File: src/design/command_receiver_crc16_ack_defines.svh
// Assertion macros used by the command receiver core (cmdrx_core).
// Depends on nothing; the including module must have clk and rst_n.
`ifndef COMMAND_RECEIVER_CRC16_ACK_DEFINES_SVH
`define COMMAND_RECEIVER_CRC16_ACK_DEFINES_SVH

// Check a property on every rising clock edge outside reset
`define CMDRX_ASSERT(label, prop, msg) \
    label: assert property (@(posedge clk) disable iff (!rst_n) (prop)) else $error(msg);

// Check that a condition implies another in the same cycle
`define CMDRX_ASSERT_IMPL(label, ante, cons, msg) \
    label: assert property (@(posedge clk) disable iff (!rst_n) (ante) |-> (cons)) \
        else $error(msg);

`endif

File: src/design/cmdrx_pkg.sv
// Shared types and codes for the command receiver.
// No dependencies; imported by every module of the block.
package cmdrx_pkg;

    localparam logic [7:0]  OP_TRIGGER      = 8'h10;
    localparam logic [7:0]  OP_SET_INTERVAL = 8'h11;
    localparam logic [7:0]  REPLY_ACK       = 8'h06;
    localparam logic [7:0]  REPLY_NAK       = 8'h15;
    localparam logic [15:0] CRC_INIT        = 16'hFFFF;
    localparam logic [15:0] CRC_POLY        = 16'h1021;
    localparam logic [31:0] INTERVAL_RESET  = 32'd10000;
    localparam logic [15:0] TIMEOUT_RESET   = 16'd100;

    // One request from the link side
    typedef struct packed {
        logic       tick;
        logic [7:0] rx_byte;
    } cmdrx_item_t;

    // One reply toward the host side
    typedef struct packed {
        logic [31:0] interval_ms;
        logic        interval_written;
        logic        trigger_pulse;
        logic [7:0]  reply_byte;
    } cmdrx_result_t;

endpackage

File: src/design/command_receiver_crc16_ack.sv
// Path: a request is held in the input register while the parse/CRC logic loads its reply
// into the output register, from which the reply is presented.
// Throughput: one request per cycle; a reply held by the receiver stalls the input register.
// Reset (rst_n, async, low): parser idle, CRC 0xFFFF, interval 10000 ms, timeout 100 ticks.
// Depends on cmdrx_pkg, cmdrx_in_stage and cmdrx_core.
module command_receiver_crc16_ack
    import cmdrx_pkg::*;
(
    input  logic        clk,
    input  logic        rst_n,
    input  logic        cfg_wr_en,
    input  logic [15:0] cfg_wr_data,     // byte gap limit in millisecond ticks
    input  logic        s_axis_tvalid,
    output logic        s_axis_tready,
    input  logic [7:0]  s_axis_tdata,    // [7:0] rx_byte
    input  logic        s_axis_tuser,    // [0] opcode (1 = millisecond tick)
    output logic        m_axis_tvalid,
    input  logic        m_axis_tready,
    output logic [39:0] m_axis_tdata,    // [7:0] reply_byte, [39:8] interval_ms
    output logic [1:0]  m_axis_tuser     // [0] trigger_pulse, [1] interval_written
);

    cmdrx_item_t   in_item;
    cmdrx_item_t   item;
    logic          item_valid;
    logic          step;
    logic          res_vld;
    cmdrx_result_t res;
    logic          out_vld_reg;
    logic          out_vld_next;
    cmdrx_result_t out_reg;

    assign in_item.tick    = s_axis_tuser;
    assign in_item.rx_byte = s_axis_tdata;

    // Process the held request whenever the output register can take a reply
    assign step = item_valid && (!out_vld_reg || m_axis_tready);

    cmdrx_in_stage u_in_stage (
        .clk        (clk),
        .rst_n      (rst_n),
        .in_valid   (s_axis_tvalid),
        .in_item    (in_item),
        .in_ready   (s_axis_tready),
        .take       (step),
        .item_valid (item_valid),
        .item       (item)
    );

    cmdrx_core u_core (
        .clk         (clk),
        .rst_n       (rst_n),
        .cfg_wr_en   (cfg_wr_en),
        .cfg_wr_data (cfg_wr_data),
        .step        (step),
        .item        (item),
        .res_vld     (res_vld),
        .res         (res)
    );

    // Output register: load a new reply, drop the taken one
    assign out_vld_next = (step && res_vld) || (out_vld_reg && !m_axis_tready);

    always_ff @(posedge clk or negedge rst_n)
    begin
        if (!rst_n)
        begin
            out_vld_reg <= 1'b0;
        end
        else
        begin
            out_vld_reg <= out_vld_next;
        end
    end

    always_ff @(posedge clk)
    begin
        if (step && res_vld)
        begin
            out_reg <= res;
        end
    end

    assign m_axis_tvalid = out_vld_reg;
    assign m_axis_tdata  = {out_reg.interval_ms, out_reg.reply_byte};
    assign m_axis_tuser  = {out_reg.interval_written, out_reg.trigger_pulse};

endmodule

File: src/design/cmdrx_in_stage.sv
// Input register of the command receiver: holds one request for the core.
// Depends on cmdrx_pkg.
module cmdrx_in_stage
    import cmdrx_pkg::*;
(
    input  logic        clk,
    input  logic        rst_n,
    input  logic        in_valid,
    input  cmdrx_item_t in_item,
    output logic        in_ready,
    input  logic        take,
    output logic        item_valid,
    output cmdrx_item_t item
);

    logic        vld_reg;
    logic        vld_next;
    cmdrx_item_t item_reg;

    // Accept when empty or when the held request moves on this cycle
    assign in_ready = !vld_reg || take;
    assign vld_next = in_valid ? 1'b1 : (vld_reg && !take);

    always_ff @(posedge clk or negedge rst_n)
    begin
        if (!rst_n)
        begin
            vld_reg <= 1'b0;
        end
        else
        begin
            vld_reg <= vld_next & (in_ready | vld_reg);
        end
    end

    // Load payload on each accepted request
    always_ff @(posedge clk)
    begin
        if (in_valid && in_ready)
        begin
            item_reg <= in_item;
        end
    end

    assign item_valid = vld_reg;
    assign item       = item_reg;

endmodule

File: src/design/cmdrx_core.sv
// Command parser, CRC-16/CCITT-FALSE check, byte gap timer and interval register.
// Depends on cmdrx_pkg and the assertion macro header.
`include "command_receiver_crc16_ack_defines.svh"

module cmdrx_core
    import cmdrx_pkg::*;
(
    input  logic          clk,
    input  logic          rst_n,
    input  logic          cfg_wr_en,
    input  logic [15:0]   cfg_wr_data,
    input  logic          step,
    input  cmdrx_item_t   item,
    output logic          res_vld,
    output cmdrx_result_t res
);

    typedef enum logic [1:0] {
        PH_IDLE = 2'd0,
        PH_TRIG = 2'd1,
        PH_SETI = 2'd2
    } phase_t;

    phase_t      phase_reg, phase_next;
    logic [2:0]  bytes_left_reg, bytes_left_next;
    logic [15:0] crc_reg, crc_next;
    logic [7:0]  crc_high_reg, crc_high_next;
    logic [31:0] shift_reg, shift_next;
    logic [15:0] gap_reg, gap_next;
    logic [31:0] interval_reg, interval_next;
    logic [15:0] timeout_reg;

    logic        collecting;
    logic [15:0] limit;
    logic [15:0] gap_inc;
    logic [15:0] crc_upd;
    logic [15:0] crc_got;

    // Fold one byte into the CRC, MSB first
    function automatic logic [15:0] crc_update(input logic [15:0] crc_in,
                                               input logic [7:0]  data);
        logic [15:0] c;
        c = crc_in ^ {data, 8'h00};
        for (int i = 0; i < 8; i++)
        begin
            c = c[15] ? ({c[14:0], 1'b0} ^ CRC_POLY) : {c[14:0], 1'b0};
        end
        return c;
    endfunction

    assign collecting = (phase_reg == PH_TRIG) || (phase_reg == PH_SETI);
    assign limit      = (timeout_reg == 16'd0) ? 16'd1 : timeout_reg;
    assign gap_inc    = (gap_reg == 16'hFFFF) ? gap_reg : gap_reg + 16'd1;
    assign crc_upd    = crc_update(collecting ? crc_reg : CRC_INIT, item.rx_byte);
    assign crc_got    = {crc_high_reg, item.rx_byte};

    // Next state and reply for the request in the input register
    always_comb
    begin
        phase_next       = phase_reg;
        bytes_left_next  = bytes_left_reg;
        crc_next         = crc_reg;
        crc_high_next    = crc_high_reg;
        shift_next       = shift_reg;
        gap_next         = gap_reg;
        interval_next    = interval_reg;
        res_vld          = 1'b0;
        res.reply_byte       = REPLY_NAK;
        res.trigger_pulse    = 1'b0;
        res.interval_written = 1'b0;

        if (item.tick)
        begin
            // Count the byte gap; drop the command and reply NAK on timeout
            if (collecting)
            begin
                gap_next = gap_inc;
                if (gap_inc >= limit)
                begin
                    phase_next      = PH_IDLE;
                    bytes_left_next = 3'd0;
                    crc_next        = CRC_INIT;
                    crc_high_next   = 8'd0;
                    shift_next      = 32'd0;
                    gap_next        = 16'd0;
                    res_vld         = 1'b1;
                end
            end
        end
        else if (!collecting)
        begin
            // Decode the opcode byte
            phase_next      = PH_IDLE;
            bytes_left_next = 3'd0;
            crc_next        = CRC_INIT;
            crc_high_next   = 8'd0;
            shift_next      = 32'd0;
            gap_next        = 16'd0;
            if (item.rx_byte == OP_TRIGGER)
            begin
                phase_next      = PH_TRIG;
                bytes_left_next = 3'd2;
                crc_next        = crc_upd;
            end
            else if (item.rx_byte == OP_SET_INTERVAL)
            begin
                phase_next      = PH_SETI;
                bytes_left_next = 3'd6;
                crc_next        = crc_upd;
            end
            else
            begin
                res_vld = 1'b1;
            end
        end
        else
        begin
            gap_next = 16'd0;
            if (bytes_left_reg > 3'd2)
            begin
                // Shift in payload and advance the CRC
                shift_next      = {shift_reg[23:0], item.rx_byte};
                crc_next        = crc_upd;
                bytes_left_next = bytes_left_reg - 3'd1;
            end
            else if (bytes_left_reg == 3'd2)
            begin
                crc_high_next   = item.rx_byte;
                bytes_left_next = 3'd1;
            end
            else
            begin
                // Final CRC byte: check and reply
                phase_next      = PH_IDLE;
                bytes_left_next = 3'd0;
                crc_next        = CRC_INIT;
                crc_high_next   = 8'd0;
                shift_next      = 32'd0;
                res_vld         = 1'b1;
                if (crc_got == crc_reg)
                begin
                    res.reply_byte = REPLY_ACK;
                    if (phase_reg == PH_TRIG)
                    begin
                        res.trigger_pulse = 1'b1;
                    end
                    else
                    begin
                        res.interval_written = 1'b1;
                        interval_next        = shift_reg;
                    end
                end
            end
        end

        res.interval_ms = interval_next;
    end

    // Hold parser state; advance once per processed request
    always_ff @(posedge clk or negedge rst_n)
    begin
        if (!rst_n)
        begin
            phase_reg      <= PH_IDLE;
            bytes_left_reg <= 3'd0;
            crc_reg        <= CRC_INIT;
            crc_high_reg   <= 8'd0;
            shift_reg      <= 32'd0;
            gap_reg        <= 16'd0;
            interval_reg   <= INTERVAL_RESET;
        end
        else if (step)
        begin
            phase_reg      <= phase_next;
            bytes_left_reg <= bytes_left_next;
            crc_reg        <= crc_next;
            crc_high_reg   <= crc_high_next;
            shift_reg      <= shift_next;
            gap_reg        <= gap_next;
            interval_reg   <= interval_next;
        end
    end

    // Timeout register
    always_ff @(posedge clk or negedge rst_n)
    begin
        if (!rst_n)
        begin
            timeout_reg <= TIMEOUT_RESET;
        end
        else if (cfg_wr_en)
        begin
            timeout_reg <= cfg_wr_data;
        end
    end

    `CMDRX_ASSERT_IMPL(a_flags_exclusive, res_vld && res.trigger_pulse, !res.interval_written, "trigger and interval write in one reply")
    `CMDRX_ASSERT_IMPL(a_nak_clean, res_vld && (res.reply_byte == REPLY_NAK), !res.trigger_pulse && !res.interval_written, "NAK carries a command flag")
    `CMDRX_ASSERT_IMPL(a_idle_no_count, phase_reg == PH_IDLE, bytes_left_reg == 3'd0 && gap_reg == 16'd0, "idle with bytes or gap pending")
    `CMDRX_ASSERT_IMPL(a_trig_count, phase_reg == PH_TRIG, bytes_left_reg == 3'd1 || bytes_left_reg == 3'd2, "trigger command with bad byte count")

endmodule

File: config.mk
export PLATFORM = sky130hd
export DESIGN_NAME = command_receiver_crc16_ack
export DESIGN_NICKNAME = d
export VERILOG_FILES = /design/src/design/cmdrx_pkg.sv /design/src/design/command_receiver_crc16_ack.sv /design/src/design/cmdrx_in_stage.sv /design/src/design/cmdrx_core.sv
export VERILOG_INCLUDE_DIRS = /design/src /design/src/design
export SDC_FILE = /design/constraint.sdc
export NUM_CORES = 1
export LEC_CHECK = 0
export ABC_CLOCK_PERIOD_IN_PS = 5800
export BUFFER_PORTS_ARGS = -buffer_cell sky130_fd_sc_hd__buf_4
export CAP_MARGIN = 5
export CELL_PAD_IN_SITES_DETAIL_PLACEMENT = 0
export CELL_PAD_IN_SITES_GLOBAL_PLACEMENT = 2
export CORE_MARGIN = 5
export CORE_UTILIZATION = 41
export DETAILED_ROUTE_END_ITERATION = 8
export HOLD_SLACK_MARGIN = 0.05
export PLACE_DENSITY_LB_ADDON = 0.1
export SLEW_MARGIN = 20
export SYNTH_ARGS = -nofsm -noshare
export SYNTH_HDL_FRONTEND = slang
export SYNTH_HIERARCHICAL = 1
export SYNTH_SLANG_ARGS = --single-unit
File: constraint.sdc
create_clock -name clk -period 5.8 [get_ports clk]
set_clock_uncertainty 0.1 [all_clocks]
set_input_delay 0.87 -clock clk [delete_from_list [all_inputs] [get_ports clk]]
set_output_delay 0.87 -clock clk [all_outputs]
set_load 0.05 [all_outputs]
Word-level counts from Yosys, hierarchy flattened:

Cells that the tools add are included.

* add/subtract/negate cells: 2
* magnitude comparators: 2
* eq/ne operators: 12
* mux-type cells: 68
* bitwise operators: 13
* reductions and logical operators: 21

Operators with widths (count)
* $mux 32: 12
* $mux 16: 14
* $mux 13: 8
* $mux 8: 6
* $not 3->3: 8
* $mux 3: 7
* $add 16x1->16 const B: 1
* $eq 16x16->1: 1
* $eq 16x16->1 const B: 1
* $eq 8x5->1 const B: 2
* $ge 16x16->1: 1
* $logic_not 16->1: 1
* $mux 2: 8
* $xor 16x16->16: 1
* $mux 1: 12
* $reduce_and 4->1: 2
* $ne 3x3->1 const B: 2
* $logic_and 1x1->1: 5
* $mux 5: 1
* $reduce_and 5->1: 1
* $reduce_or 5->1: 1
* $logic_not 1->1: 4
* $logic_or 1x1->1: 4
* $ne 2x1->1 const B: 2
* other kinds (12): 13

* flip-flop bits (word level): 178
* output and inout bits: 44
* word-level logic and storage cells: 134

Longest topological paths before layout:

Gate-level depths: netlist of run 1.

* depth after elaboration: 24
* gate-level depth with buffers: 18
* mapped depth without buffers: 15

By module:

The synthesis of run 1 kept the hierarchy.

Modules (own cells, without submodules)
* cmdrx_core: instances 1, cells an instance 690, area an instance 7066.8 um2, seq. area each 3158.0 um2
* command_receiver_crc16_ack: instances 1, cells an instance 48, area an instance 1330.0 um2, seq. area each 1286.2 um2
* cmdrx_in_stage: instances 1, cells an instance 13, area an instance 324.1 um2, seq. area each 295.3 um2

Worst setup path before layout of run 1:

OpenSTA, ideal clock, no wires.

* path kind: register to register
* start point: register u_core.gap_reg[2]
* end point: register out_reg (netlist bit m_axis_tdata[0]) (enable)
* setup time: 0.385 ns
* arrival: 3.677 ns
* required time: 5.315 ns
* slack: 1.638 ns
* cell stages (with the launch flop): 17
* path buffers: 2
* period minus slack after synthesis: 4.162 ns
* path through: dfrtp_1 > clkbuf_1 > nand4_1 > nor4_1 > and3_1 > nand3_1 > o21a_1 > ha_1 > nand4_1 > nor3_1 > nand3b_1 > nand4_1 > clkbuf_1 > nand2_1 > nand2_1 > nand2_1 > nor2b_4

* cells in the longest elaborated chain, start to end: 7

RTL lines
* start: declaration: RTL line cmdrx_core.sv:29 `logic [15:0] gap_reg, gap_next;`
* start signal: assignment: RTL line cmdrx_core.sv:179 `gap_reg <= gap_next;`
* $add 16x1->16 / $eq 16x16->1 (equally long branches): RTL line cmdrx_core.sv:53 `assign gap_inc = (gap_reg == 16'hFFFF) ? gap_reg : gap_reg + 16'd1;`
* $mux 16 (*): RTL line cmdrx_core.sv:53
* $ge 16x16->1 (*): RTL line cmdrx_core.sv:78 `if (gap_inc >= limit)`
* $mux 1 (*): RTL line cmdrx_core.sv:78
* $mux 1 (*): RTL line cmdrx_core.sv:75 `if (collecting)`
* $mux 1 (*): RTL line cmdrx_core.sv:72 `if (item.tick)`
* via res_vld: RTL line command_receiver_crc16_ack.sv:27 `logic res_vld;`
* $logic_and 1x1->1 (*): RTL line command_receiver_crc16_ack.sv:78 `if (step && res_vld)`
* end signal: assignment: RTL line command_receiver_crc16_ack.sv:80 `out_reg <= res;`
* end: declaration: RTL line command_receiver_crc16_ack.sv:31 `cmdrx_result_t out_reg;`

Mark *: on every way through the listed nets, which the timed path passes. The rest lies on a longest branch.
A chain may end at the register's enable or synchronous reset.

Worst setup path in the final report of run 1:

* start point: register u_core.gap_reg[4]
* end point: register out_reg (netlist bit m_axis_tdata[31]) (enable)

The elaborated chain is that of the path after synthesis.

==> reports/results.ini, run 1 <==
[yosys]
netlist_top_cells_area=dfrtp_1 30%, edfxtp_1 18%, mux2_2 11%
syn_area_um2=8720
synth.avg_cell_area_um2=11.6
synth_edf_count=51
synth_top_cell_by_area=dfrtp_1
synth_cells=751
synth-warning-count=6
synth.yosys.seq_area_share_pct=54.3
synth_top_area_share_pct=29.6
synthArstFlopShare_pct=71.3
synth_commonest_cells=103 x dfrtp_1, 96 x nand2_1, 83 x mux2_2, 56 x inv_1, 51 x edfxtp_1
synth-seq-cells=178
ys_types=59
yosysMostFrequentCell=dfrtp_1
synthFlopType=dfrtp_1

[timing]
relSlewSlack_pct=40.7
maxSlewViolCount=0
tightest_slew_ns=0.889
layout_min_cycle_time_ns=4.56
worst_slack_ns=1.24
setup_viol=0
hold_violations=0
fmax_mhz=219
tns_ns=0
rsz0062_at_grt=no
min_period_over_period_pct=78.7

[worst_setup_path]
end_kind=register
r2r_start=u_core/gap_reg[4]
start_kind=register
worst_r2r_path_depth=15
crit_arrival_ns=4.54
critPathMaxFanout=29
r2r-end=m_axis_tdata[31]
worstPathRequired_ns=5.77
crit_type=reg -> reg
regToRegSetupSlack_ns=1.24

[flow_run]
maxCapViolations=0

[layout]
largest_reg_flops=40
area_delta_synth_final_pct=15.6
finalNonFillerCells=1099
fin_nets=861
multiInputGateArea_um2=3550
seqCellArea_um2=4740
n_fill_cell=1942
diodes=0
drive_above_1_share_pct=29.6

[clocking]
cts_hold_buf=0
cts_inserted_buffers=17
clockBufferDepth=2
cts_sinks=178
clk_pin_slew_ns=0.07
tritoncts=yes
clock_latency_ns=0.42
cts_root_buffer=clkbuf_16
htree_levels=4
post_cts_resized=0
postCtsSetupBuffers=0

[drt]
wl_um=17900
drc=0
detailroute.via_count=5537
drtPass1Iterations=4
wl_per_cell_um=16.3
drtIter0Drc=178
routed_via_density=5.04
ant_nets=0

[floorplanning]
io-pin-count=74
core_um2=21000
die_y_um=156
row_count=53
die_x_um=156
initial_utilization_pct=41.6
die_area_um2=24300

[power]
p_seq_share_pct=46.9
p_clk_share_pct=39.9
p_leak_nw=4.43
ir_worst_vdd_v=0.000185
p_int_mw=2.20
p_sw_share_pct=27.6
power_frac_comb_pct=13.2
p_switching_mw=0.839
powerDensity_nw_per_um2=302
power_mw=3.04

[place]
place_inst=1067
place_ws_ns=1.23
portBuffers=73
hpwl_um=12000
gp_congestion=0.761

[worst_hold_path]
hold_end=u_core/interval_reg[6]
worstHoldPathCells=1
hold_path_class=reg -> reg
min-delay-start=u_core/interval_reg[6]

[global_route]
grt_pass1_vias=5789
grt_usage_pct=15.4
grt_pass1_wl_um=29900
grt_antenna_before_repair=0
gr-total-overflow=0
grt_max_degree=70

[run_status]
status=finished clean

## how the worst max path moves through the flow
| stage | from | endpoint | slack (ns) | cells past startpoint |
|---|---|---|---|---|
| floorplan | u_core/gap_reg[2] | m_axis_tdata[0] | 1.64 | 16 |
| global placement | u_core/gap_reg[4] | m_axis_tuser[1] | 1.31 | 15 |
| detailed placement | u_core/gap_reg[4] | m_axis_tdata[31] | 1.23 | 15 |
| CTS | u_core/gap_reg[4] | m_axis_tdata[28] | 1.22 | 15 |
| global route | u_core/gap_reg[4] | m_axis_tdata[31] | 0.83 | 15 |
| finish | u_core/gap_reg[4] | m_axis_tdata[31] | 1.24 | 15 |
## through the flow
| step | hold slack (ns) | instance area [µm²] | util, % |
|---|---|---|---|
| global placement | 0.366 | 9450 | 45.1 |
| detailed placement | 0.384 | 9450 | 45.1 |
| CTS | 0.397 | 10100 | 48.1 |
| floorplan | 0.354 | 8730 | - |
| finish | 0.396 | 10100 | 48.1 |
| global route | 0.420 | 10100 | 48.1 |
## placed cells by master (no fill, tap or decap), drive strengths merged, types with 12 or more instances in the layout
master | synthesis | layout
dfstp | 24 | 24
nor2 | 32 | 32
inv | 56 | 62
ha | 20 | 20
edfxtp | 51 | 51
nand3 | 12 | 12
mux2i | 35 | 35
a21oi | 19 | 19
o21ai | 31 | 31
xor2 | 14 | 14
dfrtp | 103 | 103
buf | 26 | 80
clkbuf | 16 | 18
mux2 | 84 | 84
nand4 | 19 | 19
xnor2 | 38 | 38
nand2 | 96 | 96
## critical path, cell delays in order (launching register included)
cell and delay (ns):
dfrtp_1 0.50, nand3_1 0.28, nor4_1 0.55, and3_1 0.30
nand3_1 0.12, o21a_1 0.14, ha_1 0.29, nand4_1 0.13
nor3_1 0.40, nand3b_1 0.13, nand4_1 0.13, nand2_1 0.10
nand2_1 0.09, nand2_1 0.10, nor2b_4 0.37, buf_4 0.45
## cell type report
type / instances / area share (%)
sequential: 178 / 47.0
inverter: 56 / 2.09
timing repair buffer: 80 / 6.08
multi-input combinational: 478 / 35.2
tap: 275 / 3.41
clock inverter: 14 / 1.94
clock buffer: 18 / 4.26
## power groups by stage
stage	combinational, mW	sequential (mW)	clock, mW
after floorplan	0.254	1.47	0
after global placement	0.408	1.45	0
after detailed placement	0.410	1.45	0
after CTS	0.412	1.43	1.25
after global routing	0.449	1.43	1.30
final	0.402	1.43	1.21
## logic make-up (layout without fill, tap and decap cells)
kind of cell	Yosys count	after routing	share of synthesized area (%)
xor+xnor	52	52	5.22
other cells	2	5	0.0861
mux	119	119	14.9
flops	178	178	54.3
simple gates	203	203	11.6
compound gates	79	79	5.84
fa+ha+maj	20	20	2.87
buf+inv	98	168	5.14
## routing by layer
layer | wire length [µm] | track usage [%]
met5 | 0 | 0
met4 | 148 | 4.25
met3 | 649 | 3.16
met2 | 8840 | 25.3
met1 | 8300 | 21.0
Note: power is estimated with default switching activity, not from simulation.
==> run 2, diff against run 1 <==
- ABC_CLOCK_PERIOD_IN_PS: 5800 -> 3900
- CORE_UTILIZATION: 41 -> 37
- clock period: 5.8 -> 3.9 ns (I/O delays scaled with it)
==> reports/results.ini, run 2 (same netlist as run 1, synthesis figures left out) <==
[run_status]
status=finished clean

[layout]
area_delta_synth_final_pct=18.3
layout_common_cells=99 x dfrtp_1, 95 x nand2_1, 91 x buf_4
largest_reg_flops=40
n_fill_cell=2230
fin_nets=876
design_area_um2=10300
diodes=0
layout_commonest_cell=dfrtp_1
drive_above_1_share_pct=32.1

[floorplanning]
die_x_um=164
core_um2=23300
initial_utilization_pct=37.4
die_area_um2=26700
row_count=56
die_y_um=164
io-pin-count=74

[drt]
ant_nets=0
drc=0
wl_um=19000
detailroute.via_count=5560
wl_per_cell_um=16.4
drtPass1Iterations=4
drtIter0Drc=250
routed_via_density=4.80

[global_route]
grt_usage_pct=14.8
grt_antenna_before_repair=0
grt_pass1_wl_um=31100
grt_use_met3_pct=2.65
grt_max_degree=67
use_met1_pct=19.7
gr-total-overflow=0
met2_usage_pct=24.8
grt_pass1_vias=5752
grt_most_used_layer=met2

[worst_setup_path]
cp_num_buf_inv=2
r2r-end=m_axis_tdata[38]
end_kind=register
crit_top_cell=nand2_1
crit_family=simple AND/OR/NAND/NOR gates
path_depth=16
max_stage_delay_ns=0.46
path_cells=nand4_4 > or3_1 > nand2b_4 > and3_4 > xor2_1 > ha_1 > a21oi_1 > o21ai_0 > nand2_1 > nand4_1 > buf_4 > nand2_1 > nand2_1 > nand2_1 > nor2b_4 > buf_12
worst_r2r_path_depth=16
r2r_start=u_core/gap_reg[10]
timing.critical_path.to=m_axis_tdata[38]
crit_arrival_ns=3.73
worst_path_max_delay_cell=or3_1
crit_start=u_core/gap_reg[10]
start_kind=register
critPathMaxFanout=29
regToRegSetupSlack_ns=0.19
crit_type=reg -> reg
worstPathRequired_ns=3.92

[power]
p_sw_share_pct=29.3
p_switching_mw=1.33
p_seq_share_pct=46.3
powerDensity_nw_per_um2=440
p_clk_share_pct=38.6
power_frac_comb_pct=15.1
p_leak_nw=4.51
p_int_mw=3.21
ir_worst_vdd_v=0.000211

[timing]
worst_slack_ns=0.187
relSlewSlack_pct=44.7
rsz0062_at_grt=no
tns_ns=0
hold_violations=0
fmax_mhz=269
min_period_over_period_pct=95.2
setup_viol=0
layout_min_cycle_time_ns=3.71
maxSlewViolCount=0
tightest_slew_ns=0.829

[clocking]
cts_inserted_buffers=17
clockBufferDepth=2
tritoncts=yes
cts_sinks=178
htree_levels=4
cts_root_buffer=clkbuf_16
clock_latency_ns=0.43
clk_pin_slew_ns=0.08
cts_hold_buf=0

[place]
placed_area_um2=9660
hpwl_um=13100
gp_congestion=0.772
place_ws_ns=0.0860
portBuffers=73

[flow_run]
maxCapViolations=0

[worst_hold_path]
hold_path_class=in -> async

run 2: cell types whose count changed in the layout (fill, tap and decap cells not counted), sizes merged:
cell and change:
buf +15, bufinv -2, clkbuf -1, clkinv +5, clkinvlp -1, inv -1
run 2: power groups by stage:
| stage | Clock (mW) | Sequential (mW) | Combinational [mW] |
|---|---|---|---|
| 3_5_place_dp | 0 | 2.14 | 0.688 |
| 6_report | 1.75 | 2.10 | 0.686 |
| 5_1_grt | 1.90 | 2.11 | 0.750 |
| 3_3_place_gp | 0 | 2.14 | 0.682 |
| 4_1_cts | 1.82 | 2.10 | 0.695 |
| 2_1_floorplan | 0 | 2.19 | 0.389 |
run 2: worst min path at each step:
stage                              endpoint  slack, ns                    from  depth (start not counted)
floorplan                     m_axis_tvalid       0.19                   rst_n                          0
global placement     u_core/interval_reg[6]       0.37  u_core/interval_reg[6]                          1
detailed placement   u_core/interval_reg[6]       0.39  u_core/interval_reg[6]                          1
CTS                 u_core/interval_reg[26]       0.18                   rst_n                          1
global route             u_in_stage/item[6]       0.20         s_axis_tdata[6]                          1
finish              u_core/interval_reg[26]       0.15                   rst_n                          1
run 2: final cells by class:
cell class,count,area (µm²),share of cell area [%]
clock buffer,17,425,4.12
sequential,178,4740,46.0
inverter,56,210,2.04
clock inverter,15,194,1.88
multi-input combinational,478,3580,34.7
timing repair buffer,95,763,7.40
tap,319,399,3.87
run 2: layer usage:
metal	share of wire [%]	routed length, µm	vias up
met5	0	0	-
met4	0.98	186	0
met3	2.7	522	13
met2	49	9300	80
met1	47	9000	2750
li1	-	-	2717
run 2: what timing repair did:
item / CTS / global route
setup buffers: 0 / 2
gates resized for setup: 0 / 7
setup endpoints to repair: 0 / 54
endpoints found under the hold margin: 0 / 0
run 2: metrics by stage:
stage          cells  power (mW)  utilization [%]  hold WS [ns]
2_1_floorplan    754        2.58                -         0.189
3_3_place_gp    1124        2.82             41.4         0.368
3_5_place_dp    1124        2.82             41.4         0.388
4_1_cts         1156        4.61             44.1         0.181
5_1_grt         1158        4.76             44.2         0.203
6_report        1158        4.54             44.2         0.150
==> run 3, diff against run 2 <==
- CELL_PAD_IN_SITES_DETAIL_PLACEMENT: 0 -> 1
- CELL_PAD_IN_SITES_GLOBAL_PLACEMENT: 2 -> 1
- CORE_UTILIZATION: 37 -> 44
- CTS_CLUSTER_DIAMETER: unset -> 120
==> reports/results.ini, run 3 (same netlist as run 1, synthesis figures left out) <==
[clocking]
clock_latency_ns=0.43
cts_sinks=178
cts_hold_buf=0
cts_root_buffer=clkbuf_16
htree_levels=4
clk_pin_slew_ns=0.07
clockBufferDepth=2
cts_inserted_buffers=17
tritoncts=yes

[timing]
min_period_over_period_pct=94.1
setup_viol=0
tns_ns=0
maxSlewViolCount=0
fmax_mhz=273
hold_violations=0
layout_min_cycle_time_ns=3.67
tightest_slew_ns=0.807
rsz0062_at_grt=no
relSlewSlack_pct=46.2

[worst_setup_path]
end_kind=register
start_kind=register
worstPathRequired_ns=4.11
crit_arrival_ns=3.88
crit_type=reg -> reg
critPathMaxFanout=20

[floorplanning]
core_um2=19500
io-pin-count=74
initial_utilization_pct=44.8
row_count=51
die_y_um=151
die_area_um2=22700
die_x_um=151

[power]
ir_worst_vdd_v=0.000272
powerDensity_nw_per_um2=433
p_leak_nw=4.48
power_mw=4.42

[layout]
finalNonFillerCells=1102
layout_common_cells=97 x dfrtp_1, 95 x nand2_1, 88 x buf_4
multiInputGateArea_um2=3590
fin_nets=874
n_fill_cell=2065
diodes=0
layout_commonest_cell=dfrtp_1
seqCellArea_um2=4750
area_delta_synth_final_pct=17.0
largest_reg_flops=40
drive_above_1_share_pct=32.1

[flow_run]
maxCapViolations=0

[drt]
ant_nets=0
wl_per_cell_um=18.0
drtIter0Drc=203
detailroute.via_count=5715
drtPass1Iterations=4
wl_um=19800
routed_via_density=5.19
drc=0

[global_route]
met2_usage_pct=33.3
grt_max_degree=62
grt_pass1_vias=6422
grt_pass1_wl_um=33000
grt_use_met3_pct=3.47
gr-total-overflow=0
grt_most_used_layer=met2
grt_usage_pct=18.4
grt_antenna_before_repair=0
use_met1_pct=22.7

[place]
portBuffers=73
place_inst=1068
gp_congestion=0.824
hpwl_um=13800

[worst_hold_path]
hold_path_class=in -> async

[run_status]
status=finished clean

-- run 3: cell count changes in the layout (fill, tap and decap cells not counted), sizes merged --
| cell | delta |
|---|---|
| bufinv | -1 |
| buf | -2 |
| inv | +2 |
| clkinv | -5 |
| clkinvlp | +4 |
-- run 3: final timing paths --
kind | from | end | slack [ns] | cells after the start
worst min-delay path | rst_n | u_core/interval_reg[29] | 0.13 | 1
worst max-delay path | u_core/gap_reg[0] | u_core/phase_reg[0] | 0.23 | 15
worst max register to register | u_core/gap_reg[0] | u_core/phase_reg[0] | 0.23 | 15
min in group clk | s_axis_tdata[6] | u_in_stage/item[6] | 0.23 | 1
worst min register to register | u_core/interval_reg[6] | u_core/interval_reg[6] | 0.39 | 1
max in group asynchronous | rst_n | u_core/interval_reg[10] | 2.66 | 2
-- run 3: per-layer routing --
metal | share of wire [%] | wire length [µm]
met1 | 44 | 8650
met2 | 52 | 10400
met3 | 3.0 | 601
met4 | 0.90 | 179
met5 | 0 | 0
-- run 3: cell type report --
class / count / area share (%)
Clock buffer: 17 / 4.17
Clock inverter: 15 / 1.42
Inverter: 56 / 2.06
Multi-Input combinational cell: 478 / 35.1
Sequential cell: 178 / 46.5
Tap cell: 265 / 3.25
Timing Repair Buffer: 93 / 7.45
-- run 3: critical path: stages (launching register included) --
cell and delay (ns):
dfrtp_2 0.44, ha_2 0.24, nand3_1 0.15, nor2_4 0.19
buf_4 0.15, nand2b_4 0.10, xnor2_1 0.15, ha_1 0.28
nand2b_1 0.13, a2111oi_0 0.41, nand3b_1 0.16, nand4_1 0.14
buf_12 0.20, buf_4 0.18, nand3_1 0.13, mux2_2 0.37
-- run 3: stage by stage --
stage	hold slack [ns]	setup slack, ns	area, µm²	util, %
6_report	0.132	0.232	10200	52.4
5_1_grt	0.195	0.0109	10200	52.4
4_1_cts	0.162	0.0208	10200	52.2
3_5_place_dp	0.384	0.0504	9590	49.3
3_3_place_gp	0.364	0.232	9590	49.3
2_1_floorplan	0.189	0.00649	8770	-
-- run 3: power by group --
group	internal, mW	switching [mW]	total [mW]
combinational	0.254	0.396	0.649
sequential	2.02	0.0994	2.12
clock	0.846	0.803	1.65
-- run 3: repair_timing --
action | in CTS | in global routing
resized for setup | 0 | 10
setup buffers | 0 | 2
setup endpoints to repair | 0 | 107
endpoints found under the hold margin | 0 | 0
